File: src/rtl/mjdbcd_pkg.sv
// ============================================================================
// mjdbcd_pkg
// Shared constants, types and constant tables for the MJD/BCD time decoder.
// ============================================================================
package mjdbcd_pkg;

    localparam int unsigned CODE_W    = 40;
    localparam int unsigned MJD_W     = 16;
    localparam int unsigned N_W       = 20;   // scaled date numerator
    localparam int unsigned YP_W      = 8;    // years since 1900 (before march carry)
    localparam int unsigned REM_W     = 9;    // days since the shifted year start
    localparam int unsigned MP_W      = 4;    // shifted month index
    localparam int unsigned BCD_W     = 8;
    localparam int unsigned DUR_W     = 20;
    localparam int unsigned YEAR_W    = 11;
    localparam int unsigned MONTH_W   = 4;
    localparam int unsigned DAY_W     = 5;

    localparam logic [CODE_W-1:0] CODE_UNKNOWN = {CODE_W{1'b1}};

    localparam logic [MJD_W-1:0]  MJD_MIN      = 16'd15079;
    localparam logic [N_W:0]      N_BIAS       = 21'd301564;  // 20 * 15078.2
    localparam logic [N_W-1:0]    YEAR_DIV     = 20'd7305;    // 20 * 365.25
    // floor(2^32 / 7305), so the estimate never overshoots
    localparam logic [N_W-1:0]    YEAR_RECIP   = 20'd587948;
    localparam int unsigned       RECIP_SHIFT  = 32;
    localparam logic [17:0]       DAYS_4Y      = 18'd1461;
    localparam logic [16:0]       MJD_BASE     = 17'd14956;
    localparam logic [YEAR_W-1:0] YEAR_BASE    = 11'd1900;
    localparam int unsigned       MP_MAX       = 15;

    // operation codes
    typedef enum logic {
        OP_START    = 1'b0,
        OP_DURATION = 1'b1
    } op_t;

    // per-item control that rides along the pipeline
    typedef struct packed {
        logic op_dur;
        logic unknown;
        logic out_range;
    } ctl_t;

    // smallest day offset at which the month index reaches k:
    // ceil((306001*k + 1000) / 10000)
    function automatic logic [REM_W-1:0] month_thr(input int unsigned k);
        int unsigned v;
        v = (306001 * k + 1000 + 9999) / 10000;
        return REM_W'(v);
    endfunction

    // floor(k * 30.6001)
    function automatic logic [REM_W-1:0] month_off(input logic [MP_W-1:0] k);
        int unsigned v;
        v = (306001 * int'(k)) / 10000;
        return REM_W'(v);
    endfunction

    // packed bcd byte to binary, invalid nibbles passed through arithmetically
    function automatic logic [BCD_W-1:0] bcd_to_bin(input logic [7:0] b);
        return BCD_W'({4'd0, b[7:4]} * 8'd10 + {4'd0, b[3:0]});
    endfunction

endpackage

File: src/rtl/mjd_bcd_time_decoder.sv
// ============================================================================
// mjd_bcd_time_decoder
// Broadcast time code decoder: MJD + BCD start times and BCD durations.
// ============================================================================
//
// usage
//   request in : s_valid / s_ready, s_operation selects start time (0) or
//                duration (1), s_time_code holds MJD[39:24] and BCD hh mm ss
//   result out : m_valid / m_ready, one result per request, in order
//   throughput : one request per cycle while m_ready does not stall the output;
//                the year divide is a reciprocal multiply plus one correction,
//                the month divide a threshold compare, each in its own stage
//   stages     : bcd/scale -> reciprocal multiply -> correction -> year start
//                -> month index -> date assembly into the output register
//   reset      : aresetn (synchronous, active low) clears all stage valid bits;
//                payload registers hold whatever they had
//   stall      : when m_ready is low the result holds, and each stage keeps
//                accepting until it runs into a full stage ahead of it, so
//                bubbles get squeezed out before s_ready drops
//   special    : an all-ones start code flags unknown_time with zero fields;
//                MJD below 15079 flags out_of_range with a zero date
//
module mjd_bcd_time_decoder
    import mjdbcd_pkg::*;
(
    input  logic                  aclk,
    input  logic                  aresetn,
    input  logic                  s_valid,
    output logic                  s_ready,
    input  logic                  s_operation,
    input  logic [CODE_W-1:0]     s_time_code,
    output logic                  m_valid,
    input  logic                  m_ready,
    output logic                  m_unknown_time,
    output logic                  m_out_of_range,
    output logic [YEAR_W-1:0]     m_year,
    output logic [MONTH_W-1:0]    m_month,
    output logic [DAY_W-1:0]      m_day,
    output logic [BCD_W-1:0]      m_hour,
    output logic [BCD_W-1:0]      m_minute,
    output logic [BCD_W-1:0]      m_second,
    output logic [DUR_W-1:0]      m_duration_seconds
);

    // ---------------- handshake: per-stage enables ----------------
    logic v1_reg, v2_reg, v3_reg, v4_reg, v5_reg, v6_reg;
    logic en1, en2, en3, en4, en5, en6;

    // a stage loads when it is empty or the stage ahead is loading
    assign en6 = !v6_reg || m_ready;
    assign en5 = !v5_reg || en6;
    assign en4 = !v4_reg || en5;
    assign en3 = !v3_reg || en4;
    assign en2 = !v2_reg || en3;
    assign en1 = !v1_reg || en2;
    assign s_ready = en1;

    always_ff @(posedge aclk) begin
        if (!aresetn) begin
            v1_reg <= 1'b0;
            v2_reg <= 1'b0;
            v3_reg <= 1'b0;
            v4_reg <= 1'b0;
            v5_reg <= 1'b0;
            v6_reg <= 1'b0;
        end else begin
            if (en1) v1_reg <= s_valid;
            if (en2) v2_reg <= v1_reg;
            if (en3) v3_reg <= v2_reg;
            if (en4) v4_reg <= v3_reg;
            if (en5) v5_reg <= v4_reg;
            if (en6) v6_reg <= v5_reg;
        end
    end

    // ---------------- stage 1: bcd decode, flags, scaled numerator ----------------
    ctl_t               ctl1_next, ctl1_reg;
    logic [MJD_W-1:0]   mjd1_next, mjd1_reg;
    logic [N_W-1:0]     n1_next, n1_reg;
    logic [BCD_W-1:0]   hh1_next, mm1_next, ss1_next;
    logic [BCD_W-1:0]   hh1_reg, mm1_reg, ss1_reg;
    logic [N_W:0]       n1_wide;

    always_comb begin
        mjd1_next         = s_time_code[39:24];
        ctl1_next.op_dur  = (op_t'(s_operation) == OP_DURATION);
        ctl1_next.unknown = !ctl1_next.op_dur && (s_time_code == CODE_UNKNOWN);
        ctl1_next.out_range = !ctl1_next.op_dur && !ctl1_next.unknown
                            && (mjd1_next < MJD_MIN);
        // 20*mjd - 301564, only meaningful for in-range dates
        n1_wide   = ((N_W+1)'(mjd1_next) * (N_W+1)'(20)) - N_BIAS;
        n1_next   = n1_wide[N_W-1:0];
        hh1_next  = bcd_to_bin(s_time_code[23:16]);
        mm1_next  = bcd_to_bin(s_time_code[15:8]);
        ss1_next  = bcd_to_bin(s_time_code[7:0]);
    end

    always_ff @(posedge aclk) begin
        if (en1) begin
            ctl1_reg <= ctl1_next;
            mjd1_reg <= mjd1_next;
            n1_reg   <= n1_next;
            hh1_reg  <= hh1_next;
            mm1_reg  <= mm1_next;
            ss1_reg  <= ss1_next;
        end
    end

    // ---------------- stage 2: reciprocal multiply, duration sum ----------------
    ctl_t               ctl2_reg;
    logic [MJD_W-1:0]   mjd2_reg;
    logic [N_W-1:0]     n2_reg;
    logic [BCD_W-1:0]   hh2_reg, mm2_reg, ss2_reg;
    logic [YP_W-1:0]    q2_next, q2_reg;
    logic [DUR_W-1:0]   dur2_next, dur2_reg;
    logic [2*N_W-1:0]   recip_prod;

    always_comb begin
        recip_prod = (2*N_W)'(n1_reg) * (2*N_W)'(YEAR_RECIP);
        q2_next    = recip_prod[RECIP_SHIFT +: YP_W];
        dur2_next  = (DUR_W'(hh1_reg) * DUR_W'(3600))
                   + (DUR_W'(mm1_reg) * DUR_W'(60))
                   + DUR_W'(ss1_reg);
    end

    always_ff @(posedge aclk) begin
        if (en2) begin
            ctl2_reg <= ctl1_reg;
            mjd2_reg <= mjd1_reg;
            n2_reg   <= n1_reg;
            hh2_reg  <= hh1_reg;
            mm2_reg  <= mm1_reg;
            ss2_reg  <= ss1_reg;
            q2_reg   <= q2_next;
            dur2_reg <= dur2_next;
        end
    end

    // ---------------- stage 3: quotient correction ----------------
    ctl_t               ctl3_reg;
    logic [MJD_W-1:0]   mjd3_reg;
    logic [BCD_W-1:0]   hh3_reg, mm3_reg, ss3_reg;
    logic [DUR_W-1:0]   dur3_reg;
    logic [YP_W-1:0]    yp3_next, yp3_reg;
    logic [N_W-1:0]     r3;

    always_comb begin
        // estimate is exact or one low
        r3 = n2_reg - (N_W'(q2_reg) * YEAR_DIV);
        yp3_next = (r3 >= YEAR_DIV) ? q2_reg + YP_W'(1) : q2_reg;
    end

    always_ff @(posedge aclk) begin
        if (en3) begin
            ctl3_reg <= ctl2_reg;
            mjd3_reg <= mjd2_reg;
            hh3_reg  <= hh2_reg;
            mm3_reg  <= mm2_reg;
            ss3_reg  <= ss2_reg;
            dur3_reg <= dur2_reg;
            yp3_reg  <= yp3_next;
        end
    end

    // ---------------- stage 4: day offset into the shifted year ----------------
    ctl_t               ctl4_reg;
    logic [BCD_W-1:0]   hh4_reg, mm4_reg, ss4_reg;
    logic [DUR_W-1:0]   dur4_reg;
    logic [YP_W-1:0]    yp4_reg;
    logic [REM_W-1:0]   rem4_next, rem4_reg;
    logic [17:0]        yd4;
    logic [16:0]        rem4_wide;

    always_comb begin
        yd4       = 18'(yp3_reg) * DAYS_4Y;
        rem4_wide = 17'(mjd3_reg) - MJD_BASE - 17'(yd4[17:2]);
        rem4_next = rem4_wide[REM_W-1:0];
    end

    always_ff @(posedge aclk) begin
        if (en4) begin
            ctl4_reg <= ctl3_reg;
            hh4_reg  <= hh3_reg;
            mm4_reg  <= mm3_reg;
            ss4_reg  <= ss3_reg;
            dur4_reg <= dur3_reg;
            yp4_reg  <= yp3_reg;
            rem4_reg <= rem4_next;
        end
    end

    // ---------------- stage 5: month index by threshold compare ----------------
    ctl_t               ctl5_reg;
    logic [BCD_W-1:0]   hh5_reg, mm5_reg, ss5_reg;
    logic [DUR_W-1:0]   dur5_reg;
    logic [YP_W-1:0]    yp5_reg;
    logic [REM_W-1:0]   rem5_reg;
    logic [MP_W-1:0]    mp5_next, mp5_reg;
    logic [MP_MAX-1:0]  mp_ge;

    always_comb begin
        for (int k = 1; k <= MP_MAX; k++) begin
            mp_ge[k-1] = (rem4_reg >= month_thr(k));
        end
        mp5_next = MP_W'($countones(mp_ge));
    end

    always_ff @(posedge aclk) begin
        if (en5) begin
            ctl5_reg <= ctl4_reg;
            hh5_reg  <= hh4_reg;
            mm5_reg  <= mm4_reg;
            ss5_reg  <= ss4_reg;
            dur5_reg <= dur4_reg;
            yp5_reg  <= yp4_reg;
            rem5_reg <= rem4_reg;
            mp5_reg  <= mp5_next;
        end
    end

    // ---------------- stage 6: date assembly, output register ----------------
    logic                unk6_next, oor6_next;
    logic [YEAR_W-1:0]   year6_next;
    logic [MONTH_W-1:0]  month6_next;
    logic [DAY_W-1:0]    day6_next;
    logic [BCD_W-1:0]    hh6_next, mm6_next, ss6_next;
    logic [DUR_W-1:0]    dur6_next;
    logic                jan_feb;
    logic                date_ok;
    logic [REM_W-1:0]    day_wide;

    always_comb begin
        // january and february belong to the following calendar year
        jan_feb  = (mp5_reg == MP_W'(14)) || (mp5_reg == MP_W'(15));
        date_ok  = !ctl5_reg.op_dur && !ctl5_reg.unknown && !ctl5_reg.out_range;
        day_wide = rem5_reg - month_off(mp5_reg);

        unk6_next   = ctl5_reg.unknown;
        oor6_next   = ctl5_reg.out_range;
        year6_next  = '0;
        month6_next = '0;
        day6_next   = '0;
        if (date_ok) begin
            year6_next  = YEAR_BASE + YEAR_W'(yp5_reg) + YEAR_W'(jan_feb);
            month6_next = jan_feb ? mp5_reg - MONTH_W'(13) : mp5_reg - MONTH_W'(1);
            day6_next   = day_wide[DAY_W-1:0];
        end
        hh6_next  = ctl5_reg.unknown ? '0 : hh5_reg;
        mm6_next  = ctl5_reg.unknown ? '0 : mm5_reg;
        ss6_next  = ctl5_reg.unknown ? '0 : ss5_reg;
        dur6_next = ctl5_reg.op_dur ? dur5_reg : '0;
    end

    logic                unk6_reg, oor6_reg;
    logic [YEAR_W-1:0]   year6_reg;
    logic [MONTH_W-1:0]  month6_reg;
    logic [DAY_W-1:0]    day6_reg;
    logic [BCD_W-1:0]    hh6_reg, mm6_reg, ss6_reg;
    logic [DUR_W-1:0]    dur6_reg;

    always_ff @(posedge aclk) begin
        if (en6) begin
            unk6_reg   <= unk6_next;
            oor6_reg   <= oor6_next;
            year6_reg  <= year6_next;
            month6_reg <= month6_next;
            day6_reg   <= day6_next;
            hh6_reg    <= hh6_next;
            mm6_reg    <= mm6_next;
            ss6_reg    <= ss6_next;
            dur6_reg   <= dur6_next;
        end
    end

    assign m_valid            = v6_reg;
    assign m_unknown_time     = unk6_reg;
    assign m_out_of_range     = oor6_reg;
    assign m_year             = year6_reg;
    assign m_month            = month6_reg;
    assign m_day              = day6_reg;
    assign m_hour             = hh6_reg;
    assign m_minute           = mm6_reg;
    assign m_second           = ss6_reg;
    assign m_duration_seconds = dur6_reg;

    // ---------------- assertions ----------------
`ifndef SYNTHESIS
    // input only backs up once every stage is full and the output is stalled
    a_ready_full: assert property (@(posedge aclk) disable iff (!aresetn)
        !s_ready |-> (m_valid && !m_ready && v1_reg && v2_reg && v3_reg
                      && v4_reg && v5_reg))
        else $error("s_ready low with room in the pipeline");

    // the two flags never come together
    a_flags_excl: assert property (@(posedge aclk) disable iff (!aresetn)
        m_valid |-> !(m_unknown_time && m_out_of_range))
        else $error("unknown and out-of-range both set");

    // unknown start code zeroes every field; the check covers date, hour and duration
    a_unknown_zero: assert property (@(posedge aclk) disable iff (!aresetn)
        (m_valid && m_unknown_time) |-> (m_year == '0 && m_month == '0
            && m_day == '0 && m_hour == '0 && m_duration_seconds == '0))
        else $error("unknown start code with nonzero fields");

    // a decoded date has a legal month and day and a zero duration
    a_date_legal: assert property (@(posedge aclk) disable iff (!aresetn)
        (m_valid && m_year != '0) |-> (m_month >= MONTH_W'(1)
            && m_month <= MONTH_W'(12) && m_day >= DAY_W'(1)
            && m_duration_seconds == '0))
        else $error("decoded date out of calendar range");
`endif

endmodule

File: config.mk
export PLATFORM = sky130hd
export DESIGN_NAME = mjd_bcd_time_decoder
export DESIGN_NICKNAME = d
export VERILOG_FILES = /design/src/rtl/mjdbcd_pkg.sv /design/src/rtl/mjd_bcd_time_decoder.sv
export SDC_FILE = /design/constraint.sdc
export NUM_CORES = 1
export LEC_CHECK = 0
export BUFFER_PORTS_ARGS = -buffer_cell sky130_fd_sc_hd__buf_2
export CAP_MARGIN = 25
export CORE_MARGIN = 2
export CORE_UTILIZATION = 35
export DETAILED_ROUTE_END_ITERATION = 16
export PLACE_DENSITY = 0.54
export SYNTH_ARGS = -nofsm -noshare
export SYNTH_HDL_FRONTEND = slang
export SYNTH_SLANG_ARGS = --single-unit
File: constraint.sdc
create_clock -name aclk -period 12.2 [get_ports aclk]
set_clock_uncertainty 0.2 [all_clocks]
set_input_delay 1.22 -clock aclk [delete_from_list [all_inputs] [get_ports aclk]]
set_output_delay 1.22 -clock aclk [all_outputs]
set_load 0.005 [all_outputs]
Word level (Yosys, flattened, before mapping)
Index checks and enable logic that the tools add are counted.

Flip-flop bits (word level): 404. Bits of input ports: 45. Output and inout bits: 68. Logic and storage cells: 146.

$add $sub $neg: 29. Multipliers: 10. Div/mod/pow operators: 1. $lt $le $gt $ge: 17. Equality and inequality tests: 3. Multiplexer cells: 2. Reductions and logical operators: 23.

Operators by type and width (count): $ge A9 B9 Y1 const B (7); $eq A40 B40 Y1 const B (1); $mul A20 B18 Y38 const B (1); $ge A9 B8 Y1 const B (4); $div A32 B15 Y32 const B (1); $add A8 B4 Y8 (3); $mul A19 B4 Y23 const A (1); $mul A4 B3 Y7 const B (3); $add A20 B14 Y20 (1); $add A20 B8 Y20 (1); $ge A20 B13 Y1 const B (1); $mul A8 B13 Y20 const B (1); $sub A20 B19 Y20 const B (1); $sub A20 B20 Y20 (1); $ge A9 B7 Y1 const B (2); $mul A16 B3 Y18 const B (1); $lt A16 B14 Y1 const B (1); $mul A8 B8 Y16 const B (1); $add A1 B1 Y2 (7); $mul A8 B4 Y12 const B (1); $add A10 B2 Y11 (1); $logic_not A1 Y1 (11); $mul A8 B11 Y11 const B (1); $add A9 B9 Y10 const A (1); 17 further kinds (31).

Logic depth before layout (Yosys ltp)
Gate-level depths: netlist of the first run.

Depth in word-level cells: 7. Mapped depth: 56. Mapped depth without buffers: 48.

Worst setup path after synthesis of the first run
OpenSTA, ideal clock, no wires.

Kind: register -> register. Start: register mp5_reg[0]. End: register day6_reg[4] (netlist: m_day[4]) (data pin). Setup time: 0.266 ns. Data arrival time: 12.614 ns. Data required time: 11.734 ns. Slack: -0.880 ns. Stages on the path, launching flop included: 51. Buffers on the path: 6. Period minus slack after synthesis: 13.080 ns. Cells stage by stage: edfxtp_1 -> clkbuf_1 -> inv_1 -> fa_1 -> buf_2 -> inv_1 -> ha_1 -> buf_2 -> o21ai_0 -> a21oi_1 -> a211oi_2 -> nand4_1 -> buf_4 -> a21oi_4 -> mux2_2 -> o311ai_1 -> o311ai_2 -> a2111oi_4 -> [... 15 more ...] -> inv_2 -> o211ai_1 -> a31oi_1 -> or4_4 -> o311ai_1 -> nor2_1 -> a21oi_1 -> o21ai_1 -> a221oi_1 -> nand3_1 -> ha_1 -> fa_1 -> inv_1 -> a21o_1 -> a21oi_1 -> xnor2_1 -> xnor2_1 -> nor2_1.

Word-level cells in the longest chain between the ends: 3.

Ends and longest elaborated chain: start, declared (line mjd_bcd_time_decoder.sv:198) `logic [MP_W-1:0] mp5_next, mp5_reg;`; start signal, assigned (line mjd_bcd_time_decoder.sv:217) `mp5_reg <= mp5_next;`; $mul A19 B4 Y23 (line mjdbcd_pkg.sv:56) `v = (306001 * int'(k)) / 10000;`; $div A32 B15 Y32 (line mjdbcd_pkg.sv:56); $sub A5 B5 Y5 (line mjd_bcd_time_decoder.sv:236) `day_wide = rem5_reg - month_off(mp5_reg);`; end signal, assigned (line mjd_bcd_time_decoder.sv:267) `day6_reg <= day6_next;`; end, declared (line mjd_bcd_time_decoder.sv:257) `logic [DAY_W-1:0] day6_reg;`.

No other way between the ends. A chain may end at the register's enable or synchronous reset.

Worst setup path in the final report of the first run
Start: register mp5_reg[1]. End: register day6_reg[4] (netlist: m_day[4]) (data pin).

The elaborated chain is that of the path after synthesis.

==> run metrics, run 1 <==
CTS tree=done; Seq/Total Area, Yosys=0.3570; FFs w/ async S/R, synth=0; Avg WL per Cell=16.08 um; Gate Count Post-Synth=2947; final worst slack=-0.1237 ns; gr usage total=0.1631; metal2 WL=37280 um; die width=310.1 um; count of final hold-check violations=0; worst min path class=reg2reg; Post-synth top flop=edfxtp_1; Placed Area=0.03852 mm2; CP dominant cell by count=buf_4; core box area=0.09305 mm2; worst reg-to-reg setup slack=-0.12 ns; RSZ-0062 raised after global routing=true; layout cells sized above 1=0.2714; worst hold start=mjd2_reg[4]; Final min period=12.32 ns; dpl hpwl=61960 um; number of global-route vias before repair=23690; slowest CP cell=fa_2; CP Launch Type=register; met3 WL=2433 um; GPL Wtd Cong=0.8617; CP Capture Type=register; WHS Endpoint=mjd3_reg[4]; CTS buffer count=41; Syn Nets=3608; Hold Buf Count CTS=0; fin area=0.04164 mm2; critical path arrival=12.39 ns; # clock sinks=392; initial antenna violation count=1; DRC Markers=0; Ys Warns=0; starting DRC count in detailed routing=1125; final setup TNS=-0.1237 ns; drt total wl=78050 um; period utilisation layout=1.010; outcome=finished with violations; post-synth cell types=119; largest net degree at the start of global routing=69; via count=23510; hold path depth=0; critical path fanouts, max=7; n_diodes=0; Crit Reg-Reg Endpoint=m_day[4]; die area=0.09619 mm2; clock root cell=clkbuf_16; filler cell count=8807; critical path class=reg2reg; Top Metal Used=met4; Critical R2R Launch=mp5_reg[1]; Synth Cell Area=0.03280 mm2; highest clock rate=0.08114 GHz; WHS=0.1923 ns; first-pass GRT wire length=125600 um; Die Ht=310.1 um; port bufs=112; Clock Latency Late Sink=0.58 ns; Avg Inst Size Synth=11.13 um2; Metal-1 WL=36840 um; Slew Limit Fails=0; flops & latches, synth=392; crit path launch=mp5_reg[1]; Final Net Count=4228; Post-synth EDFFs=386; Slew @ Worst Pin=1.025 ns; max incr delay on CP=0.58 ns; post-detailed-route count of antenna-violating nets=0; htree depth=2; Longest Clk Path Bufs=3; critical path required time=12.26 ns; drt pass-1 iters=5; Rows=112; max reg flops=20; Initial Utilization=0.3525; area growth from synthesis to layout=26.94%; Setup violations, final=1; Reg clk slew, reported paths=0.07 ns; Overflow after GRT=0; footprint of the multi-input gates=0.02079 mm2; Reg2Reg Depth=57; Ports=113; sequential cell area=0.01171 mm2; failing checks=setup timing; total of max-cap violations=0; relative slew slack=0.3165; drt via density=4.843; Core Util, Final=0.4475
[cells by family (layout without fill, tap and decap cells)]
logic type / after synthesis / after routing / share of synthesized area
multiplexers: 38 / 38 / 0.01243
buffers and inverters: 458 / 1110 / 0.05416
AND/OR/NAND/NOR: 589 / 589 / 0.09513
flip-flops: 392 / 392 / 0.3570
XOR/XNOR: 224 / 224 / 0.06137
AO/OA/AOI/OAI: 630 / 631 / 0.1387
adder cells (fa/ha/maj): 616 / 616 / 0.2812
[layout make-up]
cell class              count  area share
inverters                 407     0.03717
repair buffers            627      0.1102
clock inverters            26    0.007482
well taps                1254     0.03768
flip-flops and latches    392      0.2812
multi-input cells        2098      0.4992
clock buffers              50     0.02695
[stage by stage]
step                      setup WS (ns)  cells
after global placement          -0.4151   4722
final                           -0.1237   4854
after floorplan               -0.008828   2947
after CTS                       -0.2257   4818
after detailed placement        -0.6821   4722
after global routing            -0.6518   4854
[metal layers]
metal,vias to the layer above,GRT usage
met5,-,0
met4,0,0.03550
met3,90,0.01424
met2,352,0.2780
met1,11260,0.2257
li1,11810,-
[how the worst max path moves through the flow]
| stage | end | cells past startpoint | slack, ns |
|---|---|---|---|
| after floorplan | m_day[4] | 53 | -0.009 |
| after global placement | m_day[4] | 51 | -0.42 |
| after detailed placement | m_day[4] | 51 | -0.68 |
| after CTS | m_day[4] | 53 | -0.23 |
| after global routing | m_day[4] | 56 | -0.65 |
| final | m_day[4] | 57 | -0.12 |
[layout by cell type (no fill, tap or decap), drive strengths merged, types with 61 or more instances in the layout]
master / count
buf: 626
ha: 414
inv: 409
edfxtp: 386
fa: 202
xnor2: 169
a21oi: 152
nor2: 131
nand2: 107
o21ai: 100
a21o: 63
nor3: 61
[critical path: cells and delay by family, from the launching register on]
family / cells / cell delay [ns]
AO/OA/AOI/OAI: 19 / 3.86
XOR/XNOR: 4 / 0.56
flip-flops: 1 / 0.42
buffers and inverters: 15 / 1.88
AND/OR/NAND/NOR: 11 / 2.93
multiplexers: 3 / 0.72
adder cells (fa/ha/maj): 5 / 1.43
[cells in the mapped netlist, types with 8 or more instances]
library cell  count  area [um2]
and2_1           42       262.8
a21oi_1         149       745.7
or2_2            14       87.58
buf_2            15       75.07
clkbuf_1         27       101.4
or3_1            18       112.6
a211oi_1         31       232.7
mux2i_1          25       250.2
nor3_1           58       290.3
nor4_1           21       131.4
ha_1            414        5180
inv_1           405        1520
nand3b_1          8       60.06
nor3b_1          10       75.07
o21ai_1          10       50.05
o21a_1           29       217.7
nand3_1          41       205.2
xnor2_1         165        1445
a31oi_1          25       156.4
nor2b_1          42       262.8
fa_1            202        4044
nor2_1          128       480.5
o31ai_1          11       82.58
a21boi_0         11       82.58
nand4_1          24       150.1
mux2_2           11       123.9
edfxtp_1        386       11590
a21o_1           63       473.0
o21ai_0          88       440.4
nand2b_1         22       137.6
and3_1           12       75.07
xor2_1           53       464.2
o211ai_1         30       225.2
nand2_1         106       397.9
o21bai_1         37       277.8
[timing repair]
action                                  CTS  global route
pin swaps                                37            59
gates cloned                              0             2
setup buffers                            21            35
endpoints found under the setup margin    4             5
gates resized for setup                  92           138
Power of run 1 is left out: the tool's default activity adds up to more than one toggle a clock period on the data nets, which glitch-free logic cannot reach.
==> inputs of run 2 (changes only) <==
- ABC_AREA: not set -> 1
==> run 2 against run 1 <==
Compared with the run above: the flow now finishes without violations; utilization decreased by 5.0 points; flip-flop and latch count unchanged; non-clock buffer count decreased by 452; routed wire length decreased by 4.2%; design area decreased by 9.5%; first-iteration DRC count increased by 18%; die area increased by 1.5%; final cell count increased by 4.4%; synthesized cell count increased by 21%; fmax increased by 8.1%; critical endpoint unchanged.
==> run metrics, run 2 <==
# clock sinks=392; die area=0.09767 mm2; Synth Cell Area=0.03331 mm2; critical path class=reg2reg; drt pass-1 iters=7; initial antenna violation count=1; # placed instances=4951; worst min path class=reg2reg; Longest Clk Path Bufs=3; Post-synth EDFFs=386; critical path required time=12.31 ns; worst reg-to-reg setup slack=0.80 ns; Hold Buf Count CTS=0; Clock Latency Late Sink=0.59 ns; GPL Wtd Cong=0.9262; top post-synthesis cells by area=edfxtp_1, ha_1, fa_1; sequential cell area=0.01171 mm2; Syn Nets=4228; htree depth=2; core box area=0.09473 mm2; outcome=completed; most frequent cells after synthesis=nand2_1, inv_1, ha_1; post-detailed-route count of antenna-violating nets=0; via count=23560; max incr delay on CP=0.50 ns; gr usage total=0.1530; critical path arrival=11.52 ns; CP Buf/Inv Count=13; post-synth cell types=57; commonest non-fill, non-tap cells in the layout=nand2_1, inv_1, ha_1; footprint of the multi-input gates=0.01934 mm2; CP Launch Type=register; Setup violations, final=0; first-pass GRT wire length=121600 um; Gate Count Post-Synth=3567; fin cells=5069; die width=312.5 um; Final min period=11.40 ns; relative slew slack=0.3107; Seq/Total Area, Yosys=0.3515; Ports=113; FFs w/ async S/R, synth=0; Avg WL per Cell=14.76 um; Final Net Count=4431; count of final hold-check violations=0; max reg flops=20; top cell type's share of synthesized area=0.3479; Avg Inst Size Synth=9.340 um2; DRC Markers=0; final setup TNS=0 ns; largest net degree at the start of global routing=65; Slew @ Worst Pin=1.034 ns; CP Capture Type=register; starting DRC count in detailed routing=1333; port bufs=112; top-count cell post-synth=nand2_1; layout cells sized above 1=0.1338; most common cell after layout, fill and taps aside=nand2_1; area growth from synthesis to layout=13.11%; CTS tree=done; Placed Area=0.03554 mm2; total of max-cap violations=0; slowest CP cell=edfxtp_1; clock root cell=clkbuf_16; Initial Utilization=0.3517; Rows=113; filler cell count=9526; area leader, netlist=edfxtp_1; fin area=0.03768 mm2; critical path fanouts, max=12; Ys Warns=0; n_diodes=0; dpl hpwl=59070 um; drt via density=4.648; Top delay family on crit path=simple AND/OR/NAND/NOR gates; CTS buffer count=43; Reg clk slew, reported paths=0.07 ns; drt total wl=74800 um; period utilisation layout=0.9348; number of global-route vias before repair=23270; CP dominant cell by count=nand2_1; Overflow after GRT=0; flops & latches, synth=392; Die Ht=312.5 um; highest clock rate=0.08768 GHz; Slew Limit Fails=0; Post-synth top flop=edfxtp_1
run 2: cell types whose count changed after synthesis, sizes merged, moves of 84 or more:
cell	previous run	this run
inv	406	674
nand2	107	764
nand3	43	272
nor2	131	268
xnor2	169	47
xor2	54	138
run 2: final cells by class:
class,count,share of cell area
Clock buffer,52,0.03085
Clock inverter,27,0.006807
Inverter,680,0.06820
Multi-Input combinational cell,2478,0.5134
Sequential cell,392,0.3108
Tap cell,1265,0.04200
Timing Repair Buffer,175,0.02799
run 2: repair_timing:
item / CTS / global route
resized for setup: 1 / 102
buffers inserted: 0 / 31
gates cloned: 0 / 8
endpoints found under the setup margin: 1 / 5
pin swaps: 0 / 27
run 2: cells by family after synthesis:
group	share of synthesized area
AO/OA/AOI/OAI	0.04616
adder cells (fa/ha/maj)	0.2769
flip-flops	0.3515
AND/OR/NAND/NOR	0.1948
buffers and inverters	0.08203
XOR/XNOR	0.04864
run 2: final timing paths:
| path | startpoint | depth (start not counted) | to |
|---|---|---|---|
| max | mp5_reg[3] | 81 | m_day[4] |
| min | dur4_reg[5] | 0 | dur5_reg[5] |
| max reg2reg | mp5_reg[3] | 81 | m_day[4] |
| min reg2reg | dur4_reg[5] | 0 | dur5_reg[5] |
run 2: metal layers:
| layer | wire length, um | vias to the layer above | track usage |
|---|---|---|---|
| met1 | 36510 | 11040 | 0.2169 |
| met4 | 992 | 2 | 0.02697 |
| met2 | 34970 | 387 | 0.2583 |
| met3 | 2319 | 79 | 0.01274 |
| met5 | 13 | - | 0 |
| li1 | - | 12050 | - |
run 2: metrics by stage:
stage,hold WS (ns),worst slack [ns],util
floorplan,0.2003,1.947,-
global placement,0.2007,0.2140,0.3749
detailed placement,0.2045,0.0003881,0.3752
CTS,0.1979,0.01383,0.3903
global route,0.2082,-0.02270,0.3978
finish,0.1964,0.7950,0.3978
Power of run 2 is left out for the same reason.
